===== config.mk =====
export PLATFORM = sky130hd
export DESIGN_NAME = http_response_header_chunk_decoder_top
export DESIGN_NICKNAME = d
export VERILOG_FILES = /design/src/rtl/core/hrcd_pkg.sv /design/src/rtl/core/http_response_header_chunk_decoder_top.sv
export SDC_FILE = /design/constraint.sdc
export NUM_CORES = 1
export LEC_CHECK = 0
export BUFFER_PORTS_ARGS = -buffer_cell sky130_fd_sc_hd__buf_2
export CAP_MARGIN = 20
export CORE_MARGIN = 4
export CORE_UTILIZATION = 40
export CTS_CLUSTER_SIZE = 12
export DETAILED_ROUTE_END_ITERATION = 6
export SLEW_MARGIN = 20
export SYNTH_ARGS = -nofsm -noshare
export SYNTH_HDL_FRONTEND = slang
export SYNTH_SLANG_ARGS = --single-unit

===== constraint.sdc =====
create_clock -name clk -period 12.4 [get_ports clk]
set_input_delay 2.48 -clock clk [delete_from_list [all_inputs] [get_ports clk]]
set_output_delay 2.48 -clock clk [all_outputs]
set_load 0.03 [all_outputs]

===== src/rtl/core/hrcd_pkg.sv =====
// Package for the HTTP response header and chunked body decoder: types, constants, helpers.
package hrcd_pkg;

  localparam int MAX_HEADERS  = 1024;
  localparam int HEADER_BYTES = 1048576;
  localparam int SIZE_BITS    = 24;

  localparam int HDR_CNT_W  = 11;
  localparam int HDR_BYTE_W = $clog2(HEADER_BYTES);
  localparam int LIMIT_W    = 11;
  localparam int APB_ADDR_W = 3;
  localparam int APB_DATA_W = 32;

  localparam logic [LIMIT_W-1:0] LIMIT_RESET = LIMIT_W'(1000);
  localparam logic [LIMIT_W-1:0] LIMIT_CAP   = LIMIT_W'(MAX_HEADERS);
  localparam logic [HDR_BYTE_W-1:0] HDR_BYTE_LAST = HDR_BYTE_W'(HEADER_BYTES - 1);

  localparam int NAME_LEN  = 17;
  localparam int VALUE_LEN = 7;

  localparam logic [7:0] CH_CR    = 8'd13;
  localparam logic [7:0] CH_LF    = 8'd10;
  localparam logic [7:0] CH_COLON = 8'd58;

  // Register index of header_limit (word index taken from paddr[2])
  localparam logic REG_HEADER_LIMIT = 1'b0;

  typedef enum logic [3:0] {
    CLS_NAME       = 4'd0,
    CLS_SEPARATOR  = 4'd1,
    CLS_VALUE      = 4'd2,
    CLS_LINE_END   = 4'd3,
    CLS_HDR_END    = 4'd4,
    CLS_BODY_DATA  = 4'd5,
    CLS_FRAMING    = 4'd6,
    CLS_BODY_END   = 4'd7,
    CLS_IGNORED    = 4'd8,
    CLS_OVERFLOW   = 4'd9,
    CLS_TOO_LONG   = 4'd10,
    CLS_SATURATED  = 4'd11
  } byte_class_t;

  typedef struct packed {
    logic [7:0] stream_byte;
    logic       restart;
  } item_t;

  typedef struct packed {
    logic [3:0]           byte_class;
    logic [7:0]           data_byte;
    logic                 chunked_mode;
    logic [HDR_CNT_W-1:0] header_number;
  } result_t;

  // Characters of "Transfer-Encoding"
  function automatic logic [7:0] name_char(input logic [4:0] pos);
    logic [7:0] c;
    case (pos)
      5'd0:    c = "T";
      5'd1:    c = "r";
      5'd2:    c = "a";
      5'd3:    c = "n";
      5'd4:    c = "s";
      5'd5:    c = "f";
      5'd6:    c = "e";
      5'd7:    c = "r";
      5'd8:    c = "-";
      5'd9:    c = "E";
      5'd10:   c = "n";
      5'd11:   c = "c";
      5'd12:   c = "o";
      5'd13:   c = "d";
      5'd14:   c = "i";
      5'd15:   c = "n";
      5'd16:   c = "g";
      default: c = 8'd0;
    endcase
    return c;
  endfunction

  // Characters of "chunked"
  function automatic logic [7:0] value_char(input logic [3:0] pos);
    logic [7:0] c;
    case (pos)
      4'd0:    c = "c";
      4'd1:    c = "h";
      4'd2:    c = "u";
      4'd3:    c = "n";
      4'd4:    c = "k";
      4'd5:    c = "e";
      4'd6:    c = "d";
      default: c = 8'd0;
    endcase
    return c;
  endfunction

  // Bit 4: byte is a hex digit; bits 3:0: its value
  function automatic logic [4:0] hex_value(input logic [7:0] b);
    logic [4:0] r;
    r = 5'd0;
    if (b >= "0" && b <= "9") begin
      r = {1'b1, 4'(b - 8'h30)};
    end else if (b >= "a" && b <= "f") begin
      r = {1'b1, 4'(b - 8'h57)};
    end else if (b >= "A" && b <= "F") begin
      r = {1'b1, 4'(b - 8'h37)};
    end
    return r;
  endfunction

endpackage


===== src/rtl/core/http_response_header_chunk_decoder_top.sv =====
// Top level of the HTTP response header scanner and chunked body decoder.
//
//  Channel   Signals                                   Transfer when
//  --------  ----------------------------------------  -----------------------------------
//  input     item_valid, item_ready, item              item_valid && item_ready
//  result    result_valid, result_ready, result        result_valid && result_ready
//  config    psel, penable, pwrite, paddr, pwdata,     psel && penable && pwrite && pready
//            prdata, pready
//
//  One byte per cycle while item_ready is high: each accepted byte is classified by
//  one pass of logic between the parse state registers and the result register, and its
//  result is registered into the head entry, or into the skid entry if the head is held.
//  A two-entry result buffer (head plus skid) keeps input flowing for one more
//  byte while a result waits; item_ready drops only once the skid entry is full.
//  rst is synchronous, active high: clears parse state, result valids, and
//  reloads header_limit with 1000. No clearing pass is needed.
module http_response_header_chunk_decoder_top (
  input  logic                                clk,
  input  logic                                rst,
  input  logic                                item_valid,
  output logic                                item_ready,
  input  hrcd_pkg::item_t                     item,
  output logic                                result_valid,
  input  logic                                result_ready,
  output hrcd_pkg::result_t                   result,
  input  logic                                psel,
  input  logic                                penable,
  input  logic                                pwrite,
  input  logic [hrcd_pkg::APB_ADDR_W-1:0]     paddr,
  input  logic [hrcd_pkg::APB_DATA_W-1:0]     pwdata,
  output logic [hrcd_pkg::APB_DATA_W-1:0]     prdata,
  output logic                                pready
);

  typedef enum logic [3:0] {
    PH_NAME  = 4'd0,
    PH_SKIP  = 4'd1,
    PH_VALUE = 4'd2,
    PH_SIZE  = 4'd3,
    PH_DATA  = 4'd4,
    PH_TRAIL = 4'd5,
    PH_DONE  = 4'd6,
    PH_ERROR = 4'd7
  } phase_t;

  typedef struct packed {
    phase_t                             phase;
    logic                               last_was_cr;
    logic                               line_has_bytes;
    logic                               colon_seen;
    logic [hrcd_pkg::HDR_CNT_W-1:0]     line_count;
    logic [hrcd_pkg::HDR_BYTE_W-1:0]    header_byte_count;
    logic [4:0]                         name_match_pos;
    logic                               name_still_matches;
    logic [3:0]                         value_match_pos;
    logic                               value_still_matches;
    logic                               encoding_header_found;
    logic                               chunked_flag;
    logic [hrcd_pkg::SIZE_BITS-1:0]     chunk_remaining;
    logic                               hex_ended;
    logic [1:0]                         trailer_skip;
  } parse_state_t;

  localparam parse_state_t PARSE_RESET = '{
    phase:                 PH_NAME,
    last_was_cr:           1'b0,
    line_has_bytes:        1'b0,
    colon_seen:            1'b0,
    line_count:            '0,
    header_byte_count:     '0,
    name_match_pos:        5'd0,
    name_still_matches:    1'b1,
    value_match_pos:       4'd0,
    value_still_matches:   1'b1,
    encoding_header_found: 1'b0,
    chunked_flag:          1'b0,
    chunk_remaining:       '0,
    hex_ended:             1'b0,
    trailer_skip:          2'd0
  };

  // ---------------------------------------------------------------------------
  // Configuration register
  // ---------------------------------------------------------------------------
  logic [hrcd_pkg::LIMIT_W-1:0] header_limit;
  logic                         cfg_write;

  assign pready    = 1'b1;
  assign cfg_write = psel && penable && pwrite && pready;

  always_ff @(posedge clk) begin
    if (rst) begin
      header_limit <= hrcd_pkg::LIMIT_RESET;
    end else if (cfg_write && paddr[2] == hrcd_pkg::REG_HEADER_LIMIT) begin
      header_limit <= pwdata[hrcd_pkg::LIMIT_W-1:0];
    end
  end

  always_comb begin
    prdata = '0;
    if (paddr[2] == hrcd_pkg::REG_HEADER_LIMIT) begin
      prdata = {{(hrcd_pkg::APB_DATA_W - hrcd_pkg::LIMIT_W){1'b0}}, header_limit};
    end
  end

  // Effective line-count limit: the register is capped at MAX_HEADERS
  logic [hrcd_pkg::LIMIT_W-1:0] line_limit;
  assign line_limit = (header_limit > hrcd_pkg::LIMIT_CAP) ? hrcd_pkg::LIMIT_CAP : header_limit;

  // ---------------------------------------------------------------------------
  // Result buffer: head register plus one skid entry
  // ---------------------------------------------------------------------------
  logic              head_valid;
  logic              skid_valid;
  hrcd_pkg::result_t head;
  hrcd_pkg::result_t skid;
  hrcd_pkg::result_t res_next;
  logic              accept;
  logic              out_fire;

  assign item_ready   = !skid_valid;
  assign accept       = item_valid && item_ready;
  assign result_valid = head_valid;
  assign result       = head;
  assign out_fire     = head_valid && result_ready;

  always_ff @(posedge clk) begin
    if (rst) begin
      head_valid <= 1'b0;
      skid_valid <= 1'b0;
    end else begin
      if (accept && out_fire) begin
        // One in, one out: skid (if any) advances into head
        if (skid_valid) begin
          head <= skid;
          skid <= res_next;
        end else begin
          head <= res_next;
        end
      end else if (accept) begin
        if (!head_valid) begin
          head       <= res_next;
          head_valid <= 1'b1;
        end else begin
          skid       <= res_next;
          skid_valid <= 1'b1;
        end
      end else if (out_fire) begin
        if (skid_valid) begin
          head       <= skid;
          skid_valid <= 1'b0;
        end else begin
          head_valid <= 1'b0;
        end
      end
    end
  end

  // ---------------------------------------------------------------------------
  // Parse state and per-byte classification
  // ---------------------------------------------------------------------------
  parse_state_t pstate;
  parse_state_t pstate_next;
  parse_state_t st;
  logic [7:0]   b;
  logic [3:0]   cls;
  logic         line_done;
  logic [4:0]   hex;

  assign b   = item.stream_byte;
  assign hex = hrcd_pkg::hex_value(b);

  always_comb begin
    // Restart clears parse state ahead of this byte
    st          = item.restart ? PARSE_RESET : pstate;
    pstate_next = st;
    cls         = hrcd_pkg::CLS_IGNORED;
    line_done   = 1'b0;

    case (st.phase)
      PH_NAME, PH_SKIP, PH_VALUE: begin
        if (st.header_byte_count >= hrcd_pkg::HDR_BYTE_LAST) begin
          pstate_next.phase = PH_ERROR;
          cls               = hrcd_pkg::CLS_TOO_LONG;
        end else begin
          pstate_next.header_byte_count =
            st.header_byte_count + hrcd_pkg::HDR_BYTE_W'(1);
          if (st.last_was_cr) begin
            pstate_next.last_was_cr = 1'b0;
            if (b == hrcd_pkg::CH_LF) begin
              line_done = 1'b1;
              if (st.line_count >= line_limit) begin
                pstate_next.phase = PH_ERROR;
                cls               = hrcd_pkg::CLS_OVERFLOW;
              end else if (!st.line_has_bytes) begin
                // Empty line: headers end
                if (st.chunked_flag) begin
                  pstate_next.phase           = PH_SIZE;
                  pstate_next.chunk_remaining = '0;
                  pstate_next.hex_ended       = 1'b0;
                  pstate_next.trailer_skip    = 2'd0;
                end else begin
                  pstate_next.phase = PH_DONE;
                end
                cls = hrcd_pkg::CLS_HDR_END;
              end else begin
                if (!st.encoding_header_found && st.name_still_matches &&
                    st.name_match_pos == 5'(hrcd_pkg::NAME_LEN)) begin
                  pstate_next.encoding_header_found = 1'b1;
                  pstate_next.chunked_flag = st.colon_seen && st.value_still_matches &&
                                             st.value_match_pos == 4'(hrcd_pkg::VALUE_LEN);
                end
                pstate_next.line_count          = st.line_count + hrcd_pkg::HDR_CNT_W'(1);
                pstate_next.line_has_bytes      = 1'b0;
                pstate_next.colon_seen          = 1'b0;
                pstate_next.name_match_pos      = 5'd0;
                pstate_next.name_still_matches  = 1'b1;
                pstate_next.value_match_pos     = 4'd0;
                pstate_next.value_still_matches = 1'b1;
                pstate_next.phase               = PH_NAME;
                cls                             = hrcd_pkg::CLS_LINE_END;
              end
            end else begin
              // Lone CR is content of the current part of the line
              pstate_next.line_has_bytes = 1'b1;
              if (st.phase == PH_NAME) begin
                pstate_next.name_still_matches = 1'b0;
              end else begin
                pstate_next.value_still_matches = 1'b0;
              end
            end
          end

          if (!line_done) begin
            if (st.phase == PH_SKIP) begin
              pstate_next.phase = PH_VALUE;
              if (b == hrcd_pkg::CH_CR) begin
                pstate_next.last_was_cr         = 1'b1;
                pstate_next.value_still_matches = 1'b0;
              end
              cls = hrcd_pkg::CLS_SEPARATOR;
            end else if (b == hrcd_pkg::CH_CR) begin
              pstate_next.last_was_cr = 1'b1;
              cls = (st.phase == PH_NAME) ? hrcd_pkg::CLS_NAME : hrcd_pkg::CLS_VALUE;
            end else begin
              pstate_next.line_has_bytes = 1'b1;
              if (st.phase == PH_NAME) begin
                if (b == hrcd_pkg::CH_COLON) begin
                  pstate_next.colon_seen = 1'b1;
                  pstate_next.phase      = PH_SKIP;
                  cls                    = hrcd_pkg::CLS_SEPARATOR;
                end else begin
                  if (pstate_next.name_still_matches &&
                      pstate_next.name_match_pos < 5'(hrcd_pkg::NAME_LEN) &&
                      b == hrcd_pkg::name_char(pstate_next.name_match_pos)) begin
                    pstate_next.name_match_pos = pstate_next.name_match_pos + 5'd1;
                  end else begin
                    pstate_next.name_still_matches = 1'b0;
                  end
                  cls = hrcd_pkg::CLS_NAME;
                end
              end else begin
                if (pstate_next.value_still_matches &&
                    pstate_next.value_match_pos < 4'(hrcd_pkg::VALUE_LEN) &&
                    b == hrcd_pkg::value_char(pstate_next.value_match_pos)) begin
                  pstate_next.value_match_pos = pstate_next.value_match_pos + 4'd1;
                end else begin
                  pstate_next.value_still_matches = 1'b0;
                end
                cls = hrcd_pkg::CLS_VALUE;
              end
            end
          end
        end
      end

      PH_SIZE: begin
        cls = hrcd_pkg::CLS_FRAMING;
        if (st.last_was_cr && b == hrcd_pkg::CH_LF) begin
          pstate_next.last_was_cr = 1'b0;
          if (st.chunk_remaining == '0) begin
            pstate_next.phase = PH_DONE;
            cls               = hrcd_pkg::CLS_BODY_END;
          end else begin
            pstate_next.phase = PH_DATA;
          end
        end else begin
          pstate_next.last_was_cr = (b == hrcd_pkg::CH_CR);
          if (!st.hex_ended && hex[4]) begin
            if (st.chunk_remaining[hrcd_pkg::SIZE_BITS-1 -: 4] != 4'd0) begin
              // Next digit would overflow: pin at all ones
              pstate_next.chunk_remaining = '1;
              cls                         = hrcd_pkg::CLS_SATURATED;
            end else begin
              pstate_next.chunk_remaining =
                {st.chunk_remaining[hrcd_pkg::SIZE_BITS-5:0], hex[3:0]};
            end
          end else begin
            pstate_next.hex_ended = 1'b1;
          end
        end
      end

      PH_DATA: begin
        cls = hrcd_pkg::CLS_BODY_DATA;
        if (st.chunk_remaining != '0) begin
          pstate_next.chunk_remaining = st.chunk_remaining - hrcd_pkg::SIZE_BITS'(1);
        end
        if (pstate_next.chunk_remaining == '0) begin
          pstate_next.phase        = PH_TRAIL;
          pstate_next.trailer_skip = 2'd2;
        end
      end

      PH_TRAIL: begin
        cls = hrcd_pkg::CLS_FRAMING;
        if (st.trailer_skip != 2'd0) begin
          pstate_next.trailer_skip = st.trailer_skip - 2'd1;
        end
        if (pstate_next.trailer_skip == 2'd0) begin
          pstate_next.phase           = PH_SIZE;
          pstate_next.chunk_remaining = '0;
          pstate_next.hex_ended       = 1'b0;
          pstate_next.last_was_cr     = 1'b0;
        end
      end

      default: begin
        cls = hrcd_pkg::CLS_IGNORED;
      end
    endcase

    res_next.byte_class    = cls;
    res_next.data_byte     = b;
    res_next.chunked_mode  = pstate_next.chunked_flag && (pstate_next.phase >= PH_SIZE);
    res_next.header_number = pstate_next.line_count;
  end

  // Advance parse state only on an input transfer
  always_ff @(posedge clk) begin
    if (rst) begin
      pstate <= PARSE_RESET;
    end else if (accept) begin
      pstate <= pstate_next;
    end
  end

  // ---------------------------------------------------------------------------
  // Assertions
  // ---------------------------------------------------------------------------
  a_skid_needs_head: assert property (@(posedge clk) disable iff (rst)
    skid_valid |-> head_valid)
    else $error("skid entry valid while head is empty");

  a_stall_fills_skid: assert property (@(posedge clk) disable iff (rst)
    (accept && head_valid && !result_ready) |=> skid_valid)
    else $error("stalled transfer not held in skid entry");

  a_data_only_chunked: assert property (@(posedge clk) disable iff (rst)
    (head_valid && head.byte_class == hrcd_pkg::CLS_BODY_DATA) |-> head.chunked_mode)
    else $error("body data reported outside chunked mode");

  a_count_bounded: assert property (@(posedge clk) disable iff (rst)
    pstate.line_count <= hrcd_pkg::HDR_CNT_W'(hrcd_pkg::MAX_HEADERS))
    else $error("header count beyond limit");

  a_data_has_bytes: assert property (@(posedge clk) disable iff (rst)
    (pstate.phase == PH_DATA) |-> (pstate.chunk_remaining != '0))
    else $error("data phase with nothing left in chunk");

endmodule


==> key figures, run 1 <==
Timing
  • Tcrit/Tclk final: 0.625
  • Pins Over Slew Limit: 0
  • Slew HR: 0.318
  • Fmax: ~0.13 GHz
  • Layout Skew: 12.6 ps
  • RSZ-0062 raised after global routing: false
  • Worst-Margin Slew: roughly 1000 ps
  • Final Hold Viols: 0
  • Final critical-path required period: slightly below 8000 ps
  • Final setup viols: 0
  • Setup TNS: 0 ps

Global route
  • Total Routing Usage GR: 0.204
  • Initial antenna violation count: 0
  • First-pass GRT wire length: ~45000 um
  • Largest net degree at the start of global routing: 74
  • Vias in the first global route: between 8000 and 9000
  • Grt ovf: 0

Critical path
  • R2R cell count: 19
  • Worst Path Arrival: between 8000 and 9000 ps
  • Worst-path cell chain: buf_4, nor2b_1, ha_1, a211oi_1, o21ai_0, a2111oi_1, a21oi_1, buf_4, and2_1, inv_1, ha_1, nor4_1, o311a_1, mux2_2, a2111o_1, or4_1, nor4_4, a2bb2oi_1, a21oi_1
  • CP Capture Type: register
  • Worst path required time: between 10000 and 15000 ps
  • Worst-path maximum fanout: 50
  • Crit start category: input port
  • WP depth: 19
  • Critical-path top delay cell: a2111oi_1
  • Cell family with most CP delay: compound AO/OA/AOI/OAI gates
  • Buf/Inv on CP: 3
  • CP max stage delay: roughly 800 ps
  • Crit Path Class: in2reg

Clock tree
  • CTS tree: yes
  • Root buf cell: clkbuf_16
  • Worst-skew pair later-pin latency: 430 ps
  • H-tree Lvls: 4
  • Postcts setup bufs: 0
  • CTS Hold Bufs: 0
  • Num CTS Buffers: 17
  • Clock transition at path regs: 70 ps
  • Clk sink count: 139
  • Max Root-Sink Buffers: 2
  • Post-CTS resize count: 0

Yosys
  • Yosys warning total: 0
  • Number of library cell types mapped by synthesis: 83
  • Syn Inst Count: 1229
  • EDFF count, synth: 48
  • Synthesized area per cell: about 7.9 um2
  • Netlist Area Pre-Place: 9670 um2
  • Post-synthesis register bit count: ~140
  • Top FF cell, synth: dfxtp_1
  • Register area share after synthesis: 0.337
  • Post-synth ARST share: 0

Floorplan
  • Core Box Area: 23600 um2
  • Row Count: 56
  • Die Span Y: 164 um
  • Starting density of the core: 0.410
  • Die X: ~160 um
  • Die ar.: approximately 27000 um2
  • Num ports: 110

Detailed routing
  • DR vias: 9191
  • Routed Antenna Nets: 0
  • Routed len/inst: around 17 um
  • DRC violations left: 0
  • Vias per cell: around 5.8
  • First-pass DRT Iterations: 5
  • Routed WL: around 27000 um
  • 1st-iter DRT viols: between 700 and 800

Power and ir drop
  • Peak supply drop: slightly below 0.08 mV
  • P_leak: 4.08 nW
  • Power consumption: roughly 1.2 mW
  • PwrDens: approximately 110 nW/um2

Final layout
  • Area added between synthesis and finish: 10.7%
  • Diode count: 0
  • Cell area after layout: between 10000 and 15000 um2
  • Share of cells above drive strength 1: 0.119
  • Nets: 1319

Placed design
  • Port buffer count: between 60 and 70
  • Gpl congestion: around 0.94
  • DP Wirelength: between 15000 and 20000 um
  • Cell Area, Placed: 10100 um2

Flow run
  • Max Cap Viol: 0

Run status
  • Status: complete, no violations

Min path
  • Worst hold stages: 2
  • Worst min path class: reg2reg
[per-layer routing]
metal | GRT usage | vias up | part of all wire
li1 | - | 4478 | -
met1 | 0.287 | 4330 | 0.46
met3 | 0.0313 | 46 | 0.060
met4 | 0.0679 | 0 | 0.020
met2 | 0.321 | 337 | 0.46
met5 | 0 | - | 0
[area by class of cell]
| type | count | area [um2] |
|---|---|---|
| flip-flops and latches | 139 | 3260 |
| clock inverters | 15 | 174 |
| repair buffers | 79 | 435 |
| clock buffers | 17 | 425 |
| multi-input cells | 969 | 5870 |
| well taps | 319 | 399 |
| inverters | 37 | 139 |
| fillers | 2368 | 12900 |
[cells in the mapped netlist (all sizes together), types with 13 or more instances]
cell type	instances	area share
nand2	148	0.057
nor2	139	0.054
a21oi	100	0.052
dfxtp	91	0.19
o21ai	88	0.046
clkbuf	67	0.026
edfxtp	48	0.15
nor2b	41	0.027
buf	37	0.025
inv	37	0.014
nor3	26	0.013
nor4	26	0.026
ha	25	0.032
xnor2	25	0.023
a211oi	22	0.017
nand3	22	0.011
nand4	22	0.014
a31oi	18	0.012
mux2i	16	0.017
a22oi	15	0.012
mux2	14	0.016
or4	13	0.010
xor2	13	0.012
[cells in the final DEF (no fill, tap or decap), types with 15 or more instances in the layout]
cell / n
a31oi_1: 18
a211oi_1: 22
nand4_1: 22
mux2i_1: 16
conb_1: 22
nand3_1: 22
a22oi_1: 15
nand2_1: 148
nor2b_1: 41
nor4_1: 17
buf_4: 16
buf_2: 63
xnor2_1: 25
dfxtp_1: 91
nor2_1: 138
edfxtp_1: 48
a21oi_1: 100
inv_1: 36
nor3_1: 25
ha_1: 25
o21ai_0: 83
clkbuf_16: 17
[kinds of logic after synthesis]
group                    count (synthesis)  share of synthesized area
adder cells (fa/ha/maj)                 25                     0.0323
AO/OA/AOI/OAI                          343                      0.228
other                                    2                   0.000776
XOR/XNOR                                38                     0.0344
multiplexers                            30                     0.0329
AND/OR/NAND/NOR                        511                      0.269
buffers and inverters                  141                     0.0653
flip-flops                             139                      0.337
[where the power goes]
group | switching, mW | internal [mW] | leakage [nW]
Clock | 0.239 | 0.272 | 0.287
Sequential | 0.0137 | 0.485 | 1.17
Combinational | 0.128 | 0.0607 | 2.62
[worst register-to-register path, delay by kind of cell, from the launching register on]
family	cells	cell delay (ps)
compound gates	8	2460
simple gates	5	1310
fa+ha+maj	2	590
buf+inv	3	580
flops	1	320
mux	1	280
[path summary, 6_finish.rpt]
check              startpoint          to  slack, ps
min reg2reg        pstate[41]  pstate[41]        460
min                pstate[41]  pstate[41]        460
max reg2reg  header_limit[10]  pstate[31]       6720
max                   item[0]  pstate[31]       4650
[flip-flops by register name (all words and copies together) (netlist names)]
signal / flops
skid: 24
header_limit: 11
skid_valid: 1
result_valid: 1
result: 24
pstate: 78
[through the flow]
stage          hold slack [ps]  setup slack (ps)  cells   util
5_1_grt                    493              4300   1575  0.453
4_1_cts                    459              4670   1575  0.453
3_5_place_dp               449              4230   1543  0.428
3_3_place_gp               438              4300   1543  0.428
2_1_floorplan              432              3900   1249      -
6_report                   458              4650   1575  0.453
Note: power is estimated with default switching activity, not from simulation.
==> inputs of run 2 (changes only) <==
clock period = 7.1 ns   (was 12.4 ns; I/O delays follow)
==> run 2 against run 1 <==
Sequential power rose by 75%; utilization rose by 0.19 points; wire length fell by 0.48%; die area did not move; hold slack got worse by 5.3 ps; first-iteration DRC count rose by 16%; sequential share of layout area fell by 0.13 points; register-to-register slack got worse by 4700 ps; critical path type unchanged; total power rose by 75%; global-route usage fell by 0.35 points; final area rose by 0.42%.
==> key figures, run 2 (synthesis gave the netlist of run 1 again) <==
Detailed routing
  • Routed Antenna Nets: 0 (unchanged)
  • First-pass DRT Iterations: 5 (unchanged)
  • Routed WL: 27200 um (-0.48%)
  • Routed len/inst: 17.2 um (-0.79%)
  • DRC violations left: 0 (unchanged)
  • Vias per cell: 5.84 (+0.15%)
  • DR vias: 9234 (+0.47%)
  • 1st-iter DRT viols: 926 (+16%)

Critical path
  • Worst path required time: 7390 ps (-5290 ps)
  • Worst reg2reg path startpoint: header_limit[10]
  • Cell family with most CP delay: compound AO/OA/AOI/OAI gates
  • Crit Path Class: in2reg
  • Worst-path maximum fanout: 25 (-50%)
  • Reg-to-reg slack, setup: 2000 ps (-4720 ps)
  • R2R cell count: 19 (unchanged)
  • Critical-path top delay cell: or4_1
  • Crit start category: input port
  • Buf/Inv on CP: 3 (unchanged)
  • CP max stage delay: 480 ps (-320 ps)
  • CP Capture Type: register
  • Worst-path cell chain: buf_4, nor2b_1, ha_1, a211oi_1, o21ai_0, a2111oi_2, buf_4, a21oi_2, and2_1, inv_1, ha_1, nor4_1, o311a_1, mux2_2, a2111o_1, or4_1, nor4_4, a2bb2oi_1, a21oi_1
  • Crit Reg-Reg Endpoint: pstate[31]
  • Worst Path Arrival: 6190 ps (-1850 ps)
  • WP depth: 19 (unchanged)

Final layout
  • Diode count: 0 (unchanged)
  • Nets: 1324 (+0.38%)
  • Max reg flops: 78 (unchanged)
  • Top reg by flops: pstate
  • Multi-input gate area: 5880 um2 (+0.21%)
  • Commonest non-fill, non-tap cells in the layout: nand2_1, nor2_1, a21oi_1
  • Cell area after layout: 10800 um2 (+0.42%)
  • Share of cells above drive strength 1: 0.125 (+0.00587)
  • Fillers: 2339 (-1.2%)
  • Area added between synthesis and finish: 11.2%
  • Most common cell after layout, fill and taps aside: nand2_1
  • FF+latch area: 3260 um2 (unchanged)
  • Fin cells: 1580 (+0.32%)

Timing
  • Layout Skew: 13.1 ps (+0.499 ps)
  • Final Hold Viols: 0 (unchanged)
  • Tcrit/Tclk final: 0.831
  • Final critical-path required period: 5900 ps
  • Worst-Margin Slew: 1070 ps (+55.1 ps)
  • Setup TNS: 0 ps (unchanged)
  • Fmax: between 0.15 and 0.2 GHz
  • RSZ-0062 raised after global routing: false
  • Slew HR: 0.281 (-0.0370)
  • Pins Over Slew Limit: 0 (unchanged)
  • Final WS setup: 1200 ps (-3440 ps)
  • Final setup viols: 0 (unchanged)

Clock tree
  • Clock transition at path regs: 70 ps (about the same)
  • Max Root-Sink Buffers: 2 (unchanged)
  • Clk sink count: 139 (unchanged)
  • CTS Hold Bufs: 0 (unchanged)
  • Worst-skew pair later-pin latency: 430 ps (about the same)
  • Root buf cell: clkbuf_16
  • H-tree Lvls: 4 (unchanged)
  • Num CTS Buffers: 17 (unchanged)
  • Post-CTS resize count: 0 (unchanged)
  • CTS tree: yes
  • Postcts setup bufs: 0 (unchanged)

Run status
  • Status: complete, no violations

Power and ir drop
  • Peak supply drop: 0.132 mV (+66%)
  • PwrDens: 195 nW/um2 (+74%)
  • P_leak: 4.11 nW (+0.61%)

Placed design
  • Gpl congestion: 0.892 (-4.7%)
  • Placed cells: 1548 (+0.32%)
  • Dpl ws: 830 ps (-3400 ps)
  • DP Wirelength: 18600 um (-1.1%)
  • Port buffer count: 64 (unchanged)
  • Cell Area, Placed: 10200 um2 (+0.49%)

Global route
  • Vias in the first global route: 8227 (-2.2%)
  • Initial antenna violation count: 0 (unchanged)
  • First-pass GRT wire length: 43800 um (-1.6%)
  • Grt ovf: 0 (unchanged)
  • Total Routing Usage GR: 0.200 (-0.00353)
  • Largest net degree at the start of global routing: 75 (+1.4%)

Floorplan
  • Die ar.: 26700 um2 (unchanged)
  • Core Box Area: 23600 um2 (unchanged)
  • Die Span Y: 164 um (unchanged)
  • Num ports: 110 (unchanged)
  • Starting density of the core: 0.410 (unchanged)
  • Row Count: 56 (unchanged)
  • Die X: 164 um (unchanged)

Min path
  • Worst min path class: reg2reg
  • Min-Delay Endpoint: pstate[41]
  • Worst hold stages: 2 (unchanged)
  • Min-delay src: pstate[41]

Flow run
  • Max Cap Viol: 0 (unchanged)
-- run 2: where the power goes --
group          internal, mW  switching, mW  leakage (nW)
registers             0.846         0.0240          1.17
clock network         0.475          0.422         0.286
logic                 0.107          0.223          2.65
-- run 2: worst max path at each step --
stage                       start         end  slack (ps)
final                     item[0]  pstate[31]        1200
after global routing      item[0]  pstate[37]         890
after CTS                 item[0]  pstate[31]        1270
after detailed placement  item[0]  pstate[31]         830
after global placement    item[0]  pstate[31]         900
after floorplan           item[0]  pstate[31]         100
-- run 2: cell type report --
cell class | instances | area share
multi-input combinational | 969 | 0.547
clock buffer | 17 | 0.0396
sequential | 139 | 0.304
clock inverter | 15 | 0.0157
tap | 319 | 0.0371
timing repair buffer | 84 | 0.0440
inverter | 37 | 0.0129
-- run 2: worst register-to-register path: cells and delay by family, from the launching register on --
kind	cells	cell delay (ps)
multiplexers	1	280
buffers and inverters	3	530
AND/OR/NAND/NOR	5	1340
AO/OA/AOI/OAI	8	1910
adder cells (fa/ha/maj)	2	590
flip-flops	1	320
-- run 2: layer usage --
| layer | vias up | track usage | wire length, um |
|---|---|---|---|
| met5 | - | 0 | 0 |
| met2 | 354 | 0.316 | 12100 |
| met3 | 38 | 0.0338 | 1730 |
| li1 | 4494 | - | - |
| met1 | 4348 | 0.277 | 12700 |
| met4 | 0 | 0.0728 | 669 |
-- run 2: per-stage QoR --
| stage | util | hold slack [ps] | power [mW] |
|---|---|---|---|
| 2_1_floorplan | - | 432 | 1.13 |
| 3_3_place_gp | 0.430 | 441 | 1.21 |
| 4_1_cts | 0.455 | 455 | 2.11 |
| 6_report | 0.455 | 452 | 2.10 |
| 5_1_grt | 0.455 | 474 | 2.19 |
| 3_5_place_dp | 0.430 | 446 | 1.21 |
==> inputs of run 3 (changes only) <==
clock period = 5.8 ns   (was 7.1 ns; I/O delays follow)
==> run 3 against run 2 <==
The flow now finishes with violations (design-rule violations); final area grew 2.6%; first-iteration DRC count fell by 11%; highest routed layer unchanged; clock-buffer cell count did not move; register-to-register slack worse by 1000 ps; hold slack gained 20 ps; wire length rose by 2.7%; cell count increased by 1.5%; via count is 0.63% higher.
==> key figures, run 3 (synthesis gave the netlist of run 1 again) <==
Clock tree
  • H-tree Lvls: 4 (unchanged)
  • Root buf cell: clkbuf_16
  • Clk sink count: 139 (unchanged)
  • Num CTS Buffers: 17 (unchanged)
  • Worst-skew pair later-pin latency: 430 ps (about the same)
  • Postcts setup bufs: 0 (unchanged)
  • Clock transition at path regs: 70 ps (about the same)
  • Post-CTS resize count: 0 (unchanged)
  • CTS Hold Bufs: 0 (unchanged)
  • CTS tree: yes
  • Max Root-Sink Buffers: 2 (unchanged)

Timing
  • Setup TNS: 0 ps (unchanged)
  • Worst-Margin Slew: 947 ps (-123 ps)
  • Fmax: around 0.19 GHz
  • Final setup viols: 0 (unchanged)
  • Final hold slack: 472 ps (+19.5 ps)
  • Layout Skew: 12.9 ps (-0.217 ps)
  • Final Hold Viols: 0 (unchanged)
  • Pins Over Slew Limit: 0 (unchanged)
  • RSZ-0062 raised after global routing: false
  • Slew HR: 0.366 (+0.0859)
  • Final critical-path required period: about 5300 ps
  • Tcrit/Tclk final: 0.909

Detailed routing
  • Routed Antenna Nets: 0 (unchanged)
  • Vias per cell: 5.79 (-0.88%)
  • Routed WL: 27900 um (+2.7%)
  • DR vias: 9292 (+0.63%)
  • First-pass DRT Iterations: 7 (+2)
  • DRC violations left: 7 (+7)
  • Routed len/inst: 17.4 um (+1.1%)
  • 1st-iter DRT viols: 820 (-11%)

Critical path
  • CP max stage delay: 570 ps (+90 ps)
  • Crit start category: input port
  • Worst-path cell chain: buf_4, nor2b_1, ha_1, a211oi_1, o21ai_1, a21o_1, nor3_1, nor2b_1, ha_4, inv_2, a221o_1, o21a_1, nor4b_2, a31oi_1, a22oi_1, o2111ai_2, or4_1, a311oi_1
  • Reg-to-reg slack, setup: 990 ps (-1010 ps)
  • Buf/Inv on CP: 2 (-1)
  • CP Capture Type: register
  • Crit Path Class: in2reg
  • Worst reg2reg path startpoint: header_limit[10]
  • Critical-path top delay cell: or4_1
  • Worst-path maximum fanout: 19 (-24%)
  • Worst path required time: 6140 ps (-1250 ps)
  • Worst Setup SP: item[0]
  • Top cell by count, worst path: nor2b_1
  • Cell family with most CP delay: compound AO/OA/AOI/OAI gates
  • Worst Path Arrival: 5620 ps (-570 ps)
  • Crit Reg-Reg Endpoint: pstate[35]
  • R2R cell count: 18 (-1)

Placed design
  • Gpl congestion: 0.914 (+2.4%)
  • DP Wirelength: 19300 um (+4.2%)
  • Port buffer count: 64 (unchanged)

Final layout
  • Share of cells above drive strength 1: 0.153 (+0.0272)
  • Max reg flops: 78 (unchanged)
  • Nets: 1348 (+1.8%)
  • Area added between synthesis and finish: 14.0%
  • Commonest non-fill, non-tap cells in the layout: nand2_1, nor2_1, a21oi_1
  • Diode count: 0 (unchanged)
  • Most common cell after layout, fill and taps aside: nand2_1
  • Top reg by flops: pstate

Run status
  • Status: finished with violations
  • Failing checks: design-rule violations

Floorplan
  • Row Count: 56 (unchanged)
  • Starting density of the core: 0.410 (unchanged)
  • Die ar.: 26700 um2 (unchanged)
  • Die X: 164 um (unchanged)
  • Core Box Area: 23600 um2 (unchanged)
  • Num ports: 110 (unchanged)
  • Die Span Y: 164 um (unchanged)

Power and ir drop
  • Clock Power Share: 0.428 (about the same)
  • Sequential power share: 0.410 (-0.005)
  • Peak supply drop: 0.169 mV (+28%)
  • PwrDens: 236 nW/um2 (+21%)
  • Sw Ratio: 0.311 (-0.00838)
  • Psw: 0.808 mW (+21%)
  • Power Internal: 1.79 mW (+26%)
  • P_leak: 4.23 nW (+3.0%)
  • Comb pwr share: 0.162 (+0.005)

Min path
  • Min-Delay Endpoint: pstate[41]
  • Worst min path class: reg2reg
  • Min-delay src: pstate[41]
  • Worst hold stages: 2 (unchanged)

Flow run
  • Max Cap Viol: 0 (unchanged)

Global route
  • Vias in the first global route: 8507 (+3.4%)
  • Largest net degree at the start of global routing: 72 (-4.0%)
  • Total Routing Usage GR: 0.206 (+0.00578)
  • First-pass GRT wire length: 44900 um (+2.4%)
  • Initial antenna violation count: 0 (unchanged)
  • Grt ovf: 0 (unchanged)
[run 3: changes by cell type in the layout (fill, tap and decap cells not counted), sizes merged]
cell | previous run | this run
buf | 84 | 108
clkinv | 3 | 1
inv | 47 | 48
bufinv | 0 | 1
[run 3: worst max path at each step]
stage / cells past startpoint / slack (ps) / endpoint
5_1_grt: 19 / 260 / pstate[31]
6_report: 18 / 530 / pstate[35]
3_3_place_gp: 18 / 150 / pstate[37]
2_1_floorplan: 25 / -240 / pstate[31]
4_1_cts: 18 / 550 / pstate[35]
3_5_place_dp: 18 / 100 / pstate[35]
[run 3: area by class of cell]
class | count | area (um2)
Multi-Input combinational cell | 969 | 5980
Sequential cell | 139 | 3260
Clock inverter | 15 | 165
Fill cell | 2386 | 12600
Timing Repair Buffer | 108 | 656
Inverter | 37 | 139
Clock buffer | 17 | 425
Tap cell | 319 | 399
[run 3: power groups by stage]
stage	sequential, mW	combinational (mW)	clock, mW
after floorplan	1.09	0.313	0
after global placement	1.09	0.413	0
after detailed placement	1.09	0.418	0
after CTS	1.06	0.419	1.13
after global routing	1.07	0.462	1.18
final	1.07	0.422	1.11
[run 3: per-stage QoR]
stage	total power [mW]	setup WS, ps	util	std cells	area [um2]
2_1_floorplan	1.40	-235	-	1249	9940
3_3_place_gp	1.50	149	0.442	1572	10400
3_5_place_dp	1.50	104	0.442	1572	10400
4_1_cts	2.62	546	0.467	1604	11000
5_1_grt	2.71	255	0.467	1604	11000
6_report	2.60	527	0.467	1604	11000
[run 3: worst reg2reg max path, delay by kind of cell (launching register included)]
kind                       cells  cell delay (ps)
and+or+nand+nor                5             1600
DFF                            1              320
AOI/OAI and AO/OA              9             1870
buffers and inverters          2              320
adders and majority gates      2              620
[run 3: per-layer routing]
layer | vias to the layer above | GRT usage | share of wire
met2 | 301 | 0.323 | 0.44
li1 | 4543 | - | -
met5 | - | 0 | 0
met4 | 0 | 0.0869 | 0.032
met1 | 4395 | 0.287 | 0.47
met3 | 53 | 0.0273 | 0.056
